===== src/rtl/core/mbcs_pkg.sv =====
`timescale 1ns / 1ps
// ----------------------------------------------------------------------------
// mbcs_pkg
// Types, control-word bits and microcode table of the microcoded bus cpu.
// ----------------------------------------------------------------------------
package mbcs_pkg;

    localparam int RAM_DEPTH = 16;
    localparam int ADDR_W    = $clog2(RAM_DEPTH);
    localparam int CW_W      = 15;

    typedef logic [CW_W-1:0]   cw_t;
    typedef logic [ADDR_W-1:0] addr_t;

    // control bits
    localparam cw_t C_HLT = 15'h0001;
    localparam cw_t C_RI  = 15'h0002;
    localparam cw_t C_RO  = 15'h0004;
    localparam cw_t C_MI  = 15'h0008;
    localparam cw_t C_II  = 15'h0010;
    localparam cw_t C_IO  = 15'h0020;
    localparam cw_t C_BO  = 15'h0040;
    localparam cw_t C_BI  = 15'h0080;
    localparam cw_t C_SUB = 15'h0100;
    localparam cw_t C_SO  = 15'h0200;
    localparam cw_t C_AO  = 15'h0400;
    localparam cw_t C_AI  = 15'h0800;
    localparam cw_t C_CI  = 15'h1000;
    localparam cw_t C_CO  = 15'h2000;
    localparam cw_t C_CE  = 15'h4000;

    // opcodes
    localparam logic [3:0] OP_HLT = 4'h0;
    localparam logic [3:0] OP_LDA = 4'h1;
    localparam logic [3:0] OP_STA = 4'h2;
    localparam logic [3:0] OP_ADD = 4'h3;

    // item operations
    localparam logic OPER_TICK = 1'b0;
    localparam logic OPER_LOAD = 1'b1;

    typedef struct packed {
        logic       operation;
        addr_t      load_address;
        logic [7:0] load_data;
    } item_t;

    typedef struct packed {
        cw_t        control_word;
        logic [7:0] bus_value;
        logic [3:0] program_counter;
        logic [7:0] instruction;
        addr_t      memory_address;
        logic [7:0] accumulator;
        logic [7:0] operand_reg;
        logic       halted;
    } result_t;

    typedef struct packed {
        logic       en;
        addr_t      addr;
        logic [7:0] data;
    } ram_wr_t;

    function automatic cw_t urom_lookup(logic [3:0] opcode, logic [2:0] step);
        cw_t cw;
        cw = '0;
        unique case (step)
            3'd0: cw = C_CO | C_MI;
            3'd1: cw = C_RO | C_II | C_CE;
            3'd2:
            begin
                unique case (opcode) inside
                    OP_HLT:                 cw = C_HLT;
                    OP_LDA, OP_STA, OP_ADD: cw = C_IO | C_MI;
                    default:                cw = '0;
                endcase
            end
            3'd3:
            begin
                unique case (opcode)
                    OP_LDA:  cw = C_RO | C_AI;
                    OP_STA:  cw = C_AO | C_RI;
                    OP_ADD:  cw = C_RO | C_BI;
                    default: cw = '0;
                endcase
            end
            3'd4:
            begin
                unique case (opcode)
                    OP_ADD:  cw = C_SO | C_AI;
                    default: cw = '0;
                endcase
            end
            default: cw = '0;
        endcase
        return cw;
    endfunction

endpackage


===== src/rtl/core/mbcs_ram.sv =====
`timescale 1ns / 1ps
// ----------------------------------------------------------------------------
// mbcs_ram
// Program/data RAM with a registered read port that tracks the next memory
// address, forwarding a same-cycle write and reading unwritten bytes as zero.
// ----------------------------------------------------------------------------
module mbcs_ram
    import mbcs_pkg::*;
(
    input  logic       clk,
    input  logic       rst_n,
    input  ram_wr_t    wr,
    input  addr_t      rd_addr,
    output logic [7:0] rd_data
);

    logic [7:0]           mem [RAM_DEPTH];
    logic [RAM_DEPTH-1:0] valid_reg;
    logic [7:0]           rd_data_reg;

    always_ff @(posedge clk)
    begin
        if (wr.en)
        begin
            mem[wr.addr] <= wr.data;
        end
    end

    always_ff @(posedge clk or negedge rst_n)
    begin
        if (!rst_n)
        begin
            valid_reg   <= '0;
            rd_data_reg <= '0;
        end
        else
        begin
            if (wr.en)
            begin
                valid_reg[wr.addr] <= 1'b1;
            end
            // bypass a write to the entry being fetched
            if (wr.en && (wr.addr == rd_addr))
            begin
                rd_data_reg <= wr.data;
            end
            else if (valid_reg[rd_addr])
            begin
                rd_data_reg <= mem[rd_addr];
            end
            else
            begin
                rd_data_reg <= '0;
            end
        end
    end

    assign rd_data = rd_data_reg;

endmodule


===== src/rtl/core/microcoded_bus_cpu_step_unit.sv =====
`timescale 1ns / 1ps
// ----------------------------------------------------------------------------
// microcoded_bus_cpu_step_unit
// Small 8-bit microcoded bus computer, one microstep or one RAM load per word.
// ----------------------------------------------------------------------------
// usage:
//   item channel (item_valid/item_ready/item) takes a tick word or a program
//   load word; result channel (result_valid/result_ready/result) returns one
//   word per item with the control word, bus value and registers afterwards.
//   an item is executed in the cycle it is accepted; its result is
//   registered. one item per cycle is sustained while item_ready is high:
//   the ram read port is registered at the next memory address, so a tick
//   needs only the microcode lookup, the bus mux and the latches.
//   a two-entry output stage (result register plus skid) lets an item enter
//   while a result waits; item_ready drops only when both entries are full.
//   reset clears the cpu registers, the halt flag and the ram valid bits,
//   so the ram reads as all zero until written. no clearing pass is needed.
//   once halted, ticks change nothing and report a zero control word.
// ----------------------------------------------------------------------------
module microcoded_bus_cpu_step_unit
    import mbcs_pkg::*;
(
    input  logic    clk,
    input  logic    rst_n,
    input  logic    item_valid,
    output logic    item_ready,
    input  item_t   item,
    output logic    result_valid,
    input  logic    result_ready,
    output result_t result
);

    logic [3:0] pc_reg,   pc_next;
    addr_t      mar_reg,  mar_next;
    logic [7:0] ir_reg,   ir_next;
    logic [7:0] a_reg,    a_next;
    logic [7:0] b_reg,    b_next;
    logic [2:0] step_reg, step_next;
    logic       halt_reg, halt_next;

    result_t    out_reg,  skid_reg;
    logic       out_valid_reg, skid_valid_reg;

    logic       accept, tick, pop;
    cw_t        cw;
    logic [7:0] bus;
    logic [7:0] ram_rd;
    ram_wr_t    ram_wr;
    result_t    new_result;

    assign item_ready = !skid_valid_reg;
    assign accept     = item_valid && item_ready;
    assign tick       = accept && (item.operation == OPER_TICK) && !halt_reg;
    assign pop        = out_valid_reg && result_ready;

    mbcs_ram u_ram (
        .clk     (clk),
        .rst_n   (rst_n),
        .wr      (ram_wr),
        .rd_addr (mar_next),
        .rd_data (ram_rd)
    );

    always_comb
    begin
        cw = tick ? urom_lookup(ir_reg[7:4], step_reg) : '0;

        // single bus driver, fixed priority
        if ((cw & C_CO) != '0)       bus = {4'b0, pc_reg};
        else if ((cw & C_AO) != '0)  bus = a_reg;
        else if ((cw & C_SO) != '0)  bus = a_reg + b_reg;
        else if ((cw & C_SUB) != '0) bus = a_reg - b_reg;
        else if ((cw & C_BO) != '0)  bus = b_reg;
        else if ((cw & C_IO) != '0)  bus = {4'b0, ir_reg[3:0]};
        else if ((cw & C_RO) != '0)  bus = ram_rd;
        else                         bus = '0;

        mar_next  = ((cw & C_MI) != '0) ? bus[ADDR_W-1:0] : mar_reg;
        ir_next   = ((cw & C_II) != '0) ? bus : ir_reg;
        b_next    = ((cw & C_BI) != '0) ? bus : b_reg;
        a_next    = ((cw & C_AI) != '0) ? bus : a_reg;
        if ((cw & C_CE) != '0)      pc_next = pc_reg + 4'd1;
        else if ((cw & C_CI) != '0) pc_next = bus[3:0];
        else                        pc_next = pc_reg;
        step_next = tick ? step_reg + 3'd1 : step_reg;
        halt_next = halt_reg || ((cw & C_HLT) != '0);

        if (accept && (item.operation == OPER_LOAD))
        begin
            ram_wr.en   = 1'b1;
            ram_wr.addr = item.load_address;
            ram_wr.data = item.load_data;
        end
        else
        begin
            ram_wr.en   = (cw & C_RI) != '0;
            ram_wr.addr = mar_reg;
            ram_wr.data = bus;
        end

        new_result.control_word    = cw;
        new_result.bus_value       = bus;
        new_result.program_counter = pc_next;
        new_result.instruction     = ir_next;
        new_result.memory_address  = mar_next;
        new_result.accumulator     = a_next;
        new_result.operand_reg     = b_next;
        new_result.halted          = halt_next;
    end

    always_ff @(posedge clk or negedge rst_n)
    begin
        if (!rst_n)
        begin
            pc_reg   <= '0;
            mar_reg  <= '0;
            ir_reg   <= '0;
            a_reg    <= '0;
            b_reg    <= '0;
            step_reg <= '0;
            halt_reg <= 1'b0;
        end
        else
        begin
            pc_reg   <= pc_next;
            mar_reg  <= mar_next;
            ir_reg   <= ir_next;
            a_reg    <= a_next;
            b_reg    <= b_next;
            step_reg <= step_next;
            halt_reg <= halt_next;
        end
    end

    // output register with skid entry
    always_ff @(posedge clk or negedge rst_n)
    begin
        if (!rst_n)
        begin
            out_valid_reg  <= 1'b0;
            skid_valid_reg <= 1'b0;
        end
        else if (skid_valid_reg)
        begin
            if (pop)
            begin
                skid_valid_reg <= 1'b0;
            end
        end
        else if (accept)
        begin
            if (!out_valid_reg || pop)
            begin
                out_valid_reg <= 1'b1;
            end
            else
            begin
                skid_valid_reg <= 1'b1;
            end
        end
        else if (pop)
        begin
            out_valid_reg <= 1'b0;
        end
    end

    always_ff @(posedge clk)
    begin
        if (skid_valid_reg)
        begin
            if (pop)
            begin
                out_reg <= skid_reg;
            end
        end
        else if (accept)
        begin
            if (!out_valid_reg || pop)
            begin
                out_reg <= new_result;
            end
            else
            begin
                skid_reg <= new_result;
            end
        end
    end

    assign result_valid = out_valid_reg;
    assign result       = out_reg;

endmodule


===== config.mk =====
export PLATFORM = sky130hd
export DESIGN_NAME = microcoded_bus_cpu_step_unit
export DESIGN_NICKNAME = d
export VERILOG_FILES = /design/src/rtl/core/mbcs_pkg.sv /design/src/rtl/core/mbcs_ram.sv /design/src/rtl/core/microcoded_bus_cpu_step_unit.sv
export SDC_FILE = /design/constraint.sdc
export NUM_CORES = 1
export LEC_CHECK = 0
export ABC_CLOCK_PERIOD_IN_PS = 7350
export BUFFER_PORTS_ARGS = -buffer_cell sky130_fd_sc_hd__buf_2
export CORE_UTILIZATION = 40
export DETAILED_ROUTE_END_ITERATION = 8
export GPL_TIMING_DRIVEN = 0
export SETUP_SLACK_MARGIN = 0.1
export SYNTH_ARGS = -nofsm -noshare
export SYNTH_HDL_FRONTEND = slang
export SYNTH_HIERARCHICAL = 1
export SYNTH_SLANG_ARGS = --single-unit

===== constraint.sdc =====
create_clock -name clk -period 7.35 [get_ports clk]
set_input_delay 1.47 -clock clk [delete_from_list [all_inputs] [get_ports clk]]
set_output_delay 1.47 -clock clk [all_outputs]
set_load 0.03 [all_outputs]

== Word level (Yosys, flattened, before mapping) ==
Memories as Yosys holds them, arrays and structs flattened.
Cells that the tools add are included.

* Bits in registers: 174
* Bits in writable memories: 128
* Input bits: 17
* Word-level logic and storage cells: 108
* Memories: 1

{| class="wikitable"
|+ Memories
! memory !! words !! width !! read ports !! clocked after memory_dff !! wr ports !! RTL line !! source
|-
| u_ram.mem || 16 || 8 || 1 || 0 || 1 || mbcs_ram.sv:17 || <nowiki>logic [7:0] mem [RAM_DEPTH];</nowiki>
|}

* Add/sub/neg operators: 4
* Order comparisons: 3
* Eq/ne operators: 10
* Mux-type cells: 38
* Bitwise gates (word level): 4
* Reductions and logical operators: 21

{| class="wikitable"
|+ Operator list
! cell !! number
|-
| $mux 56 || 4
|-
| $mux 8 || 12
|-
| $pmux 15 s5 || 1
|-
| $pmux 12 s3 || 1
|-
| $or 16x16->16 || 1
|-
| $mux 15 || 1
|-
| $mux 13 || 1
|-
| $mux 12 || 1
|-
| $mux 4 || 3
|-
| $pmux 6 s2 || 1
|-
| $mux 1 || 11
|-
| $lt 4x5->1 const B || 2
|-
| $reduce_and 3->1 || 3
|-
| $add 8x8->8 || 1
|-
| $eq 4x2->1 const B || 2
|-
| $sub 8x8->8 || 1
|-
| $logic_and 1x1->1 || 7
|-
| $eq 3x2->1 const B || 2
|-
| $reduce_bool 2->1 || 3
|-
| $add 4x1->4 const B || 1
|-
| $bmux 1 s4 || 1
|-
| $demux 1 s4 || 1
|-
| $eq 4x1->1 const B || 1
|-
| $eq 4x4->1 || 1
|-
| 11 further kinds || 17
|}

== Depth between registers and ports, before layout ==
Gate-level depths: netlist (run 1).

* Depth in word-level cells: 18
* Gate-level depth with buffers: 18

== Modules after synthesis ==
Netlist (run 1), hierarchy kept.

{| class="wikitable"
|+ Modules (own cells, without submodules)
! module !! instances !! cells an instance !! area an instance (µm²) !! sequential area each (µm²)
|-
| microcoded_bus_cpu_step_unit || 1 || 487 || 6336.1 || 4013.8
|-
| mbcs_ram || 1 || 297 || 5972.0 || 4444.3
|}

== Worst setup path after synthesis (run 1) ==
OpenSTA, ideal clock, no wires.

* Path kind: in2reg
* From: input port item_valid
* To: register skid_reg[0] in the netlist's numbering (enable)
* Arrival time: 5.353 ns
* Data required time: 6.817 ns
* Path slack: 1.464 ns
* Stages on the path: 2
* Path through: nand2_1 > nor3b_1

* Longest elaborated chain between the ends: 2

{| class="wikitable"
|+ Ends and longest elaborated chain
! what !! RTL line !! source
|-
| start: declaration || microcoded_bus_cpu_step_unit.sv:25 || <nowiki>input logic item_valid,</nowiki>
|-
| $logic_and 1x1->1 || microcoded_bus_cpu_step_unit.sv:52 || <nowiki>assign accept = item_valid && item_ready;</nowiki>
|-
| $reduce_and 3->1 (no source line) || n/a ||
|-
| end signal: assignment || microcoded_bus_cpu_step_unit.sv:184 || <nowiki>skid_reg <= new_result;</nowiki>
|-
| end: declaration || microcoded_bus_cpu_step_unit.sv:41 || <nowiki>result_t out_reg, skid_reg;</nowiki>
|}

No other way between the ends.
A chain may end at the register's enable or synchronous reset.

== Worst setup path after layout (run 1) ==
* From: input port item[12] in the netlist's numbering
* To: register u_ram.rd_data_reg[4], in the netlist u_ram/rd_data[4]

* Elaborated cells on any way between the ends: 21

{| class="wikitable"
|+ RTL lines
! what !! RTL line !! source
|-
| start: declaration || microcoded_bus_cpu_step_unit.sv:27 || <nowiki>input item_t item,</nowiki>
|-
| $not 1->1 (*) || microcoded_bus_cpu_step_unit.sv:53 || <nowiki>assign tick = accept && (item.operation == OPER_TICK) && !halt_reg;</nowiki>
|-
| $logic_and 1x1->1 (*) (2 in a row) || microcoded_bus_cpu_step_unit.sv:53 ||
|-
| $mux 15 (*) || microcoded_bus_cpu_step_unit.sv:66 || <nowiki>cw = tick ? urom_lookup(ir_reg[7:4], step_reg) : '0;</nowiki>
|-
| via cw[13] || microcoded_bus_cpu_step_unit.sv:45 || <nowiki>cw_t cw;</nowiki>
|-
| $mux 8 (*) || microcoded_bus_cpu_step_unit.sv:69 || <nowiki>if ((cw & C_CO) != '0) bus = {4'b0, pc_reg};</nowiki>
|-
| $mux 4 (*) || microcoded_bus_cpu_step_unit.sv:78 || <nowiki>mar_next = ((cw & C_MI) != '0) ? bus[ADDR_W-1:0] : mar_reg;</nowiki>
|-
| via mar_next[0] || microcoded_bus_cpu_step_unit.sv:34 || <nowiki>addr_t mar_reg, mar_next;</nowiki>
|-
| $bmux 1 s4 || mbcs_ram.sv:47 || <nowiki>else if (valid_reg[rd_addr])</nowiki>
|-
| $mux 1 (not written as such) || mbcs_ram.sv:47 ||
|-
| $mux 8 || mbcs_ram.sv:47 ||
|-
| $mux 8 (*) || mbcs_ram.sv:43 || <nowiki>if (wr.en && (wr.addr == rd_addr))</nowiki>
|-
| end signal: assignment || mbcs_ram.sv:45 || <nowiki>rd_data_reg <= wr.data;</nowiki>
|-
| end signal: assignment || mbcs_ram.sv:49 || <nowiki>rd_data_reg <= mem[rd_addr];</nowiki>
|-
| end: declaration || mbcs_ram.sv:19 || <nowiki>logic [7:0] rd_data_reg;</nowiki>
|}

Mark *: on every way through the listed nets, which the timed path passes. The rest lies on a longest branch. The select of a mux whose other input is x is not followed.

==> flow_summary_export.csv, run 1 <==
group,metric,value,unit
timing,final.period_utilization,0.682,
worst_setup_path,reg2reg_depth,14,
yosys,synth.top_cell.area_share,0.561,
yosys,yosysWarnings,6,
power,ir_worst_vdd,0.000240,V
clocking,clockBufferDepth,3,
layout,post-route-cell-area,14300,um2
layout,final_cells,1313,
global_route,grtUsageTotal,0.186,
yosys,ys_top_cells_by_count,"edfxtp_1 (230), nand2_1 (64), dfrtp_1 (62)",
layout,drive_gt1_frac,0.277,
layout,diodes,0,
power,p_per_area,389,nW/um2
timing,worst_slack,2.34,ns
timing,max_freq,0.200,GHz
run,cap_viol_max_count,0,
floorplanning,die_w,177,um
worst_setup_path,cp.arrival,5.44,ns
timing,tightest_slew,1.28,ns
worst_setup_path,r2r-end,"u_ram/rd_data[4]",
min_path,hold_depth,1,
routing,ant_nets,0,
timing,relSlewSlack,0.138,
global_route,grt_pass1_wl,43.6,mm
floorplanning,dieHeight,177,um
clocking,clk_latency,0.55,ns
yosys,synth_seq_cells,292,
global_route,grt_overflow,0,
yosys,synth_area_per_cell,15.7,um2
worst_setup_path,cp.required,7.78,ns
global_route,grt_pass1_vias,7177,
layout,nFillCells,2628,
yosys,synthArstFlopShare,0.212,
placed_design,post-place-ws,1.76,ns
timing,setup_viol,0,
yosys,synthFlopType,"edfxtp_1",
yosys,synth_edf_count,230,
timing,hold_viol_final,0,
layout,area_growth,16.3,%
timing,clock_skew,0.0165,ns
timing,layout_min_cycle_time,5.01,ns
min_path,min_to,"u_ram/valid_reg[6]",
yosys,synthTopCellsByArea,"edfxtp_1 (56%), dfrtp_1 (13%), mux4_2 (5.7%)",
min_path,holdCritPathClass,"flop to flop",
yosys,synth_seq_area_share,0.687,
floorplanning,io_pins,75,
routing,num_vias,7024,
yosys,yosysMostFrequentCell,"edfxtp_1",
clocking,cts_buffers,31,
global_route,antenna_found_initial,0,
clocking,htree_levels,1,
clocking,cts_hold_buf,0,
routing,wl_per_cell,21.5,um
worst_setup_path,reg2reg_from,"step_reg[0]",
layout,largest_register_ffs,128,
clocking,clock_sinks,292,
yosys,yosysUniqueCellTypes,79,
routing,drcViolationCount,0,
placed_design,place_area,13300,um2
floorplanning,die_area,31500,um2
floorplanning,start_util,0.411,
yosys,postSynthCellCount,784,
placed_design,io_buffers,71,
power,p_leak,5.60,nW
worst_setup_path,cp_max_fo,10,
layout,final_nets,930,
routing,wl,28.2,mm
timing,rsz0062_at_grt,"false",
clocking,post_cts_buffers,0,
worst_setup_path,rrSetupSlack,2.46,ns
placed_design,hpwl,19.5,mm
status,status,"completed",
timing,whs,0.460,ns
timing,fin_tns_setup,0,ns
placed_design,dpl.cell_count,1256,
clocking,clk_pin_slew_worst_paths,0.06,ns
clocking,ctsResizeCount,0,
floorplanning,row_count,63,
routing,drtIter0Drc,549,
floorplanning,core_area,30000,um2
placed_design,gp_congestion,0.935,
worst_setup_path,end_kind,"flop",
routing,routed_via_density,5.35,
worst_setup_path,start_kind,"input port",
clocking,cts_root_buf,"clkbuf_16",
timing,finalMaxSlewViolations,0,
global_route,grt_max_degree,63,
yosys,synth.largest_area_cell,"edfxtp_1",
clocking,cts_tree,"yes",
min_path,hold_path.startpoint,"u_ram/valid_reg[6]",
routing,dr.pass1.iters,5,
worst_setup_path,path_class,"input port to flop",
yosys,synth_area,12300,um2
==> cells in the final DEF (no fill, tap or decap), types with 4 or more instances in the layout <==
cell type	netlist	final
edfxtp_1	230	230
buf_2	11	81
nand2_1	64	64
dfrtp_1	62	62
nor2_1	56	56
mux2_2	31	31
clkbuf_16	0	31
mux4_2	31	31
clkbuf_1	16	24
a21o_1	24	24
a22o_1	17	17
or2_2	17	17
o21ai_0	16	16
inv_1	15	15
a21oi_1	15	15
nand3_1	15	15
ha_1	13	13
o31ai_1	12	12
buf_6	4	9
buf_4	6	8
nand2b_1	7	7
xnor2_1	7	7
and3_1	5	5
nor3_1	7	5
and2_1	5	5
clkinv_2	0	5
mux4_1	5	5
nor2b_1	4	4
clkinv_1	2	4
nor3_2	2	4
a211oi_1	4	4
a21oi_2	4	4
xor2_1	4	4
bufinv_16	0	4
==> critical path, cell delays in order <==
cell and delay, ns:
buf_2 0.13, nor4b_4 0.62, nand3_1 0.28, clkinv_1 0.26, buf_2 0.33, nand2_1 0.13
a311oi_1 0.61, buf_6 0.29, buf_4 0.27, mux4_2 0.56, a22o_1 0.22, nor2_1 0.16
o31ai_1 0.08
==> metrics by stage <==
step | util | total power [mW]
3_3_place_gp | 0.439 | 4.00
5_1_grt | 0.478 | 5.83
2_1_floorplan | - | 3.51
3_5_place_dp | 0.444 | 4.05
4_1_cts | 0.478 | 5.62
6_report | 0.478 | 5.56
==> routing by layer <==
| layer | up-vias | part of all wire | GRT usage |
|---|---|---|---|
| met3 | 62 | 0.040 | 0.0270 |
| met4 | 0 | 0.036 | 0.0630 |
| met1 | 3560 | 0.43 | 0.249 |
| li1 | 3237 | - | - |
| met2 | 165 | 0.49 | 0.310 |
| met5 | - | 0 | 0 |
==> worst max-delay path by stage <==
stage                      from               end  cells after the start
global route        step_reg[0]  u_ram/rd_data[4]                     14
CTS                    item[12]  u_ram/rd_data[4]                     13
finish                 item[12]  u_ram/rd_data[4]                     13
floorplan            item_valid       skid_reg[0]                      2
detailed placement     item[12]  u_ram/rd_data[4]                     13
global placement     item_valid      skid_reg[17]                      3
==> report_power, final <==
group,total (mW),internal (mW),switching [mW]
Clock,1.57,0.937,0.629
Sequential,2.26,2.15,0.109
Combinational,1.74,0.661,1.08
==> cell type report <==
cell class | instances | area (um2) | share of cell area
well taps | 390 | 488 | 0.0341
inverters | 18 | 67.6 | 0.00472
clock buffers | 41 | 833 | 0.0582
repair buffers | 80 | 467 | 0.0326
multi-input cells | 435 | 3570 | 0.250
plain buffers | 41 | 236 | 0.0165
flip-flops and latches | 292 | 8460 | 0.591
clock inverters | 16 | 193 | 0.0135
==> cells by family (layout without fill, tap and decap cells) <==
group                      count (synthesis)  in the layout  share of synthesized area
buffers and inverters                     59            196                     0.0247
xor gates and xnor gates                  11             11                    0.00783
DFF                                      292            292                      0.687
other                                      1              3                   0.000305
and+or+nand+nor                          208            208                     0.0864
muxes                                     70             70                     0.0983
adders and majority gates                 14             14                     0.0148
AOI/OAI and AO/OA                        129            129                     0.0804
(Power assumes the default switching activity.)
==> run 2: changes to the inputs <==
Settings changed: ABC_CLOCK_PERIOD_IN_PS 7350 to 5000.
Clock period 7.35 ns to 5 ns, I/O delays scaled along.
==> run 2 against run 1 <==
Routed wire length up 0.62%. Cell area hardly changed. Largest power group unchanged. Cell count fell by 0.30%. Non-clock buffer count down 2. Sequential power increased by 47%. Critical path depth increased by 1. Worst setup slack got worse by 1.9 ns. Combinational power rose by 48%. Critical endpoint unchanged. Sequential share of layout area about the same. Clock skew grew 0.0014 ns.
==> flow_summary_export.csv, run 2 (same netlist as run 1, synthesis figures left out) <==
group,metric,value,unit
global_route,grt_overflow,0,
placed_design,gp_congestion,0.917,
timing,max_freq,0.218,GHz
floorplanning,dieHeight,177,um
floorplanning,row_count,63,
placed_design,place_area,13300,um2
global_route,grtUsageTotal,0.184,
run,cap_viol_max_count,0,
floorplanning,io_pins,75,
timing,worst_slack,0.422,ns
worst_setup_path,reg2reg_depth,14,
clocking,clk_latency,0.55,ns
worst_setup_path,cp.arrival,5.01,ns
timing,layout_min_cycle_time,4.58,ns
layout,diodes,0,
routing,wl_per_cell,21.7,um
layout,final_nets,927,
floorplanning,die_w,177,um
worst_setup_path,cp_max_fo,10,
timing,relSlewSlack,0.106,
clocking,htree_levels,1,
power,p_comb_frac,0.316,
floorplanning,core_area,30000,um2
power,p_int,5.47,mW
power,pwr-share-seq,0.408,
power,ir_worst_vdd,0.000275,V
timing,rsz0062_at_grt,"false",
min_path,hold_path.startpoint,"u_ram/valid_reg[3]",
routing,num_vias,7053,
clocking,clk_pin_slew_worst_paths,0.06,ns
min_path,min_to,"u_ram/valid_reg[3]",
min_path,hold_depth,1,
routing,drcViolationCount,0,
worst_setup_path,r2r-end,"u_ram/rd_data[4]",
clocking,clockBufferDepth,3,
timing,clock_skew,0.0179,ns
worst_setup_path,end_kind,"flop",
timing,hold_viol_final,0,
routing,ant_nets,0,
power,switchingPower,2.67,mW
timing,setup_viol,0,
routing,drtIter0Drc,589,
worst_setup_path,rrSetupSlack,0.42,ns
routing,dr.pass1.iters,5,
power,swShare,0.327,
clocking,cts_hold_buf,0,
power,p_leak,5.59,nW
status,status,"completed",
layout,area_growth,16.2,%
global_route,antenna_found_initial,0,
clocking,cts_buffers,30,
power,p_per_area,569,nW/um2
power,power,8.14,mW
timing,fin_tns_setup,0,ns
clocking,cts_tree,"yes",
placed_design,io_buffers,71,
placed_design,hpwl,19.6,mm
layout,largest_register_ffs,128,
global_route,grt_pass1_vias,6989,
power,p_clk_frac,0.276,
worst_setup_path,path_class,"flop to flop",
layout,final_cell_mix,"edfxtp_1 (230), buf_2 (82), nand2_1 (64)",
clocking,cts_root_buf,"clkbuf_16",
routing,routed_via_density,5.39,
min_path,holdCritPathClass,"flop to flop",
floorplanning,start_util,0.411,
worst_setup_path,start_kind,"flop",
timing,finalMaxSlewViolations,0,
layout,layout_commonest_cell,"edfxtp_1",
timing,tightest_slew,1.33,ns
layout,final_util,0.478,
worst_setup_path,cp.required,5.43,ns
timing,final.period_utilization,0.916,
global_route,grt_pass1_wl,42.9,mm
worst_setup_path,reg2reg_from,"step_reg[0]",
clocking,clock_sinks,292,
routing,wl,28.4,mm
floorplanning,die_area,31500,um2
global_route,grt_max_degree,63,
layout,nFillCells,2612,
placed_design,post-place-ws,-0.137,ns
layout,post-route-cell-area,14300,um2
layout,drive_gt1_frac,0.276,
run 2: how the worst max path moves through the flow:
| stage | startpoint | to | slack, ns | cells past startpoint |
|---|---|---|---|---|
| 2_1_floorplan | skid_valid_reg | result[0] | 0.65 | 5 |
| 3_3_place_gp | skid_valid_reg | result[33] | -0.57 | 5 |
| 3_5_place_dp | item[12] | u_ram/rd_data[4] | -0.14 | 13 |
| 4_1_cts | step_reg[0] | u_ram/rd_data[4] | 0.29 | 14 |
| 5_1_grt | step_reg[0] | u_ram/rd_data[4] | 0.18 | 14 |
| 6_report | step_reg[0] | u_ram/rd_data[4] | 0.42 | 14 |
run 2: what timing repair did:
item	in CTS	in global routing
endpoints found under the setup margin	8	8
buffers inserted	0	0
endpoints found under the hold margin	0	0
resized for setup	1	1
run 2: cell type report:
class / count / area, um2 / share of cell area
timing repair buffer: 78 / 465 / 0.0325
inverter: 18 / 67.6 / 0.00472
tap: 390 / 488 / 0.0341
sequential: 292 / 8460 / 0.591
clock buffer: 36 / 795 / 0.0555
multi-input combinational: 435 / 3590 / 0.251
buffer: 41 / 236 / 0.0165
clock inverter: 19 / 203 / 0.0142
run 2: critical path: stages (launching register included):
cell and delay [ns]:
dfrtp_1 0.38, inv_1 0.10, ha_1 0.25, nor4_2 0.62, nor3_2 0.14, nand2_1 0.12, clkbuf_1 0.52, o21ai_0 0.21
a311oi_2 0.52, buf_6 0.28, buf_4 0.27, mux4_2 0.56, a22o_1 0.23, nor2_1 0.16, o31ai_1 0.09
run 2: power by group through the flow:
stage	Combinational (mW)	Sequential (mW)	Clock, mW
floorplan	1.43	3.73	0
global placement	2.49	3.40	0
detailed placement	2.58	3.37	0
CTS	2.60	3.33	2.29
global route	2.77	3.37	2.38
finish	2.57	3.32	2.24
run 2: per-layer routing:
metal,vias up,part of all wire,track usage
li1,3233,-,-
met1,3591,0.43,0.248
met2,172,0.49,0.304
met3,57,0.043,0.0257
met4,0,0.037,0.0655
met5,-,0,0
run 2: stage by stage:
| stage | std cells | hold slack (ns) |
|---|---|---|
| 5_1_grt | 1309 | 0.472 |
| 3_5_place_dp | 1254 | 0.445 |
| 3_3_place_gp | 1247 | 0.446 |
| 4_1_cts | 1309 | 0.460 |
| 2_1_floorplan | 786 | 0.430 |
| 6_report | 1309 | 0.459 |
==> run 3: changes to the inputs <==
--- a/config.mk
+++ b/config.mk
@@ -12,2 +12,3 @@
 export GPL_TIMING_DRIVEN = 0
+export HOLD_SLACK_MARGIN = 0.15
 export SETUP_SLACK_MARGIN = 0.1
==> constraint.sdc (replaced) <==
create_clock -name clk -period 5 [get_ports clk]
set_input_delay 0.25 -clock clk [delete_from_list [all_inputs] [get_ports clk]]
set_output_delay 0.25 -clock clk [all_outputs]
set_load 0.03 [all_outputs]
==> run 3 against run 2 <==
Register-to-register slack improved by 0.03 ns. Worst hold slack got worse by 0.11 ns. Critical path type unchanged. Die area did not move. Flip-flop and latch count did not move. Largest cell class unchanged. Cell area rose by 0.35%. Maximum frequency rose by 0.69%. Critical path depth rose by 1. Worst setup slack improved by 0.031 ns. Routed wire length fell by 0.20%. Core utilization rose by 0.17 points. Combinational power barely moved.
==> flow_summary_export.csv, run 3 (same netlist as run 1, synthesis figures left out) <==
group,metric,value,unit
worst_setup_path,cp.arrival,5.00,ns
layout,largest_register_ffs,128,
timing,max_freq,0.220,GHz
worst_setup_path,cp_slowest_cell,"o31ai_2",
power,p_leak,5.61,nW
timing,finalMaxSlewViolations,0,
routing,ant_nets,0,
clocking,clock_sinks,292,
routing,num_vias,7082,
routing,drcViolationCount,0,
worst_setup_path,cp_max_fo,9,
layout,final_util,0.479,
clocking,clk_pin_slew_worst_paths,0.06,ns
layout,drive_gt1_frac,0.275,
worst_setup_path,max_stage_delay,0.72,ns
layout,final_nets,932,
layout,diodes,0,
timing,whs,0.354,ns
global_route,grt_pass1_vias,7014,
placed_design,io_buffers,71,
placed_design,gp_congestion,0.917,
status,status,"completed",
floorplanning,start_util,0.411,
floorplanning,core_area,30000,um2
clocking,clk_latency,0.56,ns
floorplanning,io_pins,75,
worst_setup_path,end_kind,"flop",
global_route,grtUsageTotal,0.184,
clocking,clockBufferDepth,3,
global_route,grt_overflow,0,
floorplanning,dieHeight,177,um
timing,relSlewSlack,0.112,
run,cap_viol_max_count,0,
layout,layout_commonest_cell,"edfxtp_1",
routing,routed_via_density,5.39,
timing,layout_min_cycle_time,4.55,ns
routing,wl_per_cell,21.6,um
power,p_per_area,568,nW/um2
clocking,cts_root_buf,"clkbuf_16",
routing,dr.pass1.iters,4,
worst_setup_path,path_delay_family,"compound AO/OA/AOI/OAI gates",
floorplanning,die_area,31500,um2
clocking,cts_tree,"yes",
timing,hold_viol_final,0,
timing,setup_viol,0,
worst_setup_path,start_kind,"flop",
routing,drtIter0Drc,650,
worst_setup_path,cp.required,5.45,ns
clocking,post_cts_buffers,0,
power,ir_worst_vdd,0.000276,V
global_route,antenna_found_initial,0,
layout,final_cell_mix,"edfxtp_1 (230), buf_2 (82), nand2_1 (64)",
timing,clock_skew,0.0204,ns
timing,tightest_slew,1.32,ns
min_path,holdCritPathClass,"input port to async pin",
placed_design,hpwl,19.6,mm
floorplanning,row_count,63,
timing,worst_slack,0.454,ns
worst_setup_path,path_class,"flop to flop",
timing,final.period_utilization,0.909,
placed_design,post-place-ws,0.106,ns
worst_setup_path,crit_top_cell,"nor2_1",
floorplanning,die_w,177,um
global_route,grt_pass1_wl,43.0,mm
layout,area_growth,16.6,%
clocking,htree_levels,1,
clocking,cts_buffers,30,
worst_setup_path,crit_chain,"ha_1 -> ha_1 -> nand4bb_1 -> a211oi_1 -> nand3_1 -> a22o_1 -> o31ai_2 -> nor2_1 -> nor2_1 -> buf_2 -> nor2b_1 -> clkbuf_1 -> a22o_1 -> nor2_1 -> o31ai_1",
global_route,grt_max_degree,63,
worst_setup_path,worst-path-buf-inv,2,
routing,wl,28.3,mm
layout,post-route-cell-area,14400,um2
placed_design,place_area,13300,um2
timing,rsz0062_at_grt,"false",
[run 3: cell count changes in the layout (fill, tap and decap cells not counted)]
cell / delta
dlygate4sd3_1: +5
[run 3: layout make-up]
| type | instances | area, um2 |
|---|---|---|
| Tap cell | 390 | 488 |
| Clock buffer | 36 | 795 |
| Fill cell | 2608 | 15600 |
| Sequential cell | 292 | 8460 |
| Inverter | 18 | 67.6 |
| Multi-Input combinational cell | 435 | 3590 |
| Buffer | 41 | 236 |
| Timing Repair Buffer | 83 | 515 |
| Clock inverter | 19 | 203 |
[run 3: final timing paths]
path | from | to | slack, ns | cells after the start
max in group asynchronous | rst_n | u_ram/valid_reg[2] | 4.04 | 2
worst min-delay path | rst_n | result_valid | 0.35 | 2
min in group clk | item[3] | u_ram/rd_data[3] | 0.42 | 4
worst max register to register | step_reg[0] | u_ram/rd_data[1] | 0.45 | 15
worst max-delay path | step_reg[0] | u_ram/rd_data[1] | 0.45 | 15
worst min register to register | u_ram/valid_reg[14] | u_ram/valid_reg[14] | 0.46 | 1
[run 3: repair_timing]
item                                    in CTS  in global routing
hold buffers                                 5                  0
endpoints found under the setup margin       8                  8
endpoints found under the hold margin       72                  0
gates resized for setup                      1                  1
[run 3: where the power goes]
| part | internal [mW] | leakage [nW] | switching [mW] |
|---|---|---|---|
| logic | 0.985 | 2.16 | 1.59 |
| clock network | 1.34 | 0.477 | 0.908 |
| registers | 3.16 | 2.97 | 0.163 |
[run 3: worst register-to-register path, delay by kind of cell, from the launching register on]
family                   cells  cell delay, ns
flip-flops                   1            0.38
adder cells (fa/ha/maj)      2            0.45
buffers and inverters        2            0.64
AND/OR/NAND/NOR              6            0.91
AO/OA/AOI/OAI                5            2.05
[run 3: routing by layer]
| metal | wire length (um) | track usage |
|---|---|---|
| met1 | 12200 | 0.248 |
| met2 | 13800 | 0.305 |
| met3 | 1190 | 0.0257 |
| met4 | 1060 | 0.0655 |
| met5 | 0 | 0 |
[run 3: metrics by stage]
| step | cells | TNS (ns) | total power, mW |
|---|---|---|---|
| detailed placement | 1254 | 0 | 5.96 |
| CTS | 1314 | 0 | 8.23 |
| global placement | 1247 | -38.92 | 5.89 |
| global route | 1314 | 0 | 8.53 |
| finish | 1314 | 0 | 8.15 |
| floorplan | 786 | 0 | 5.16 |
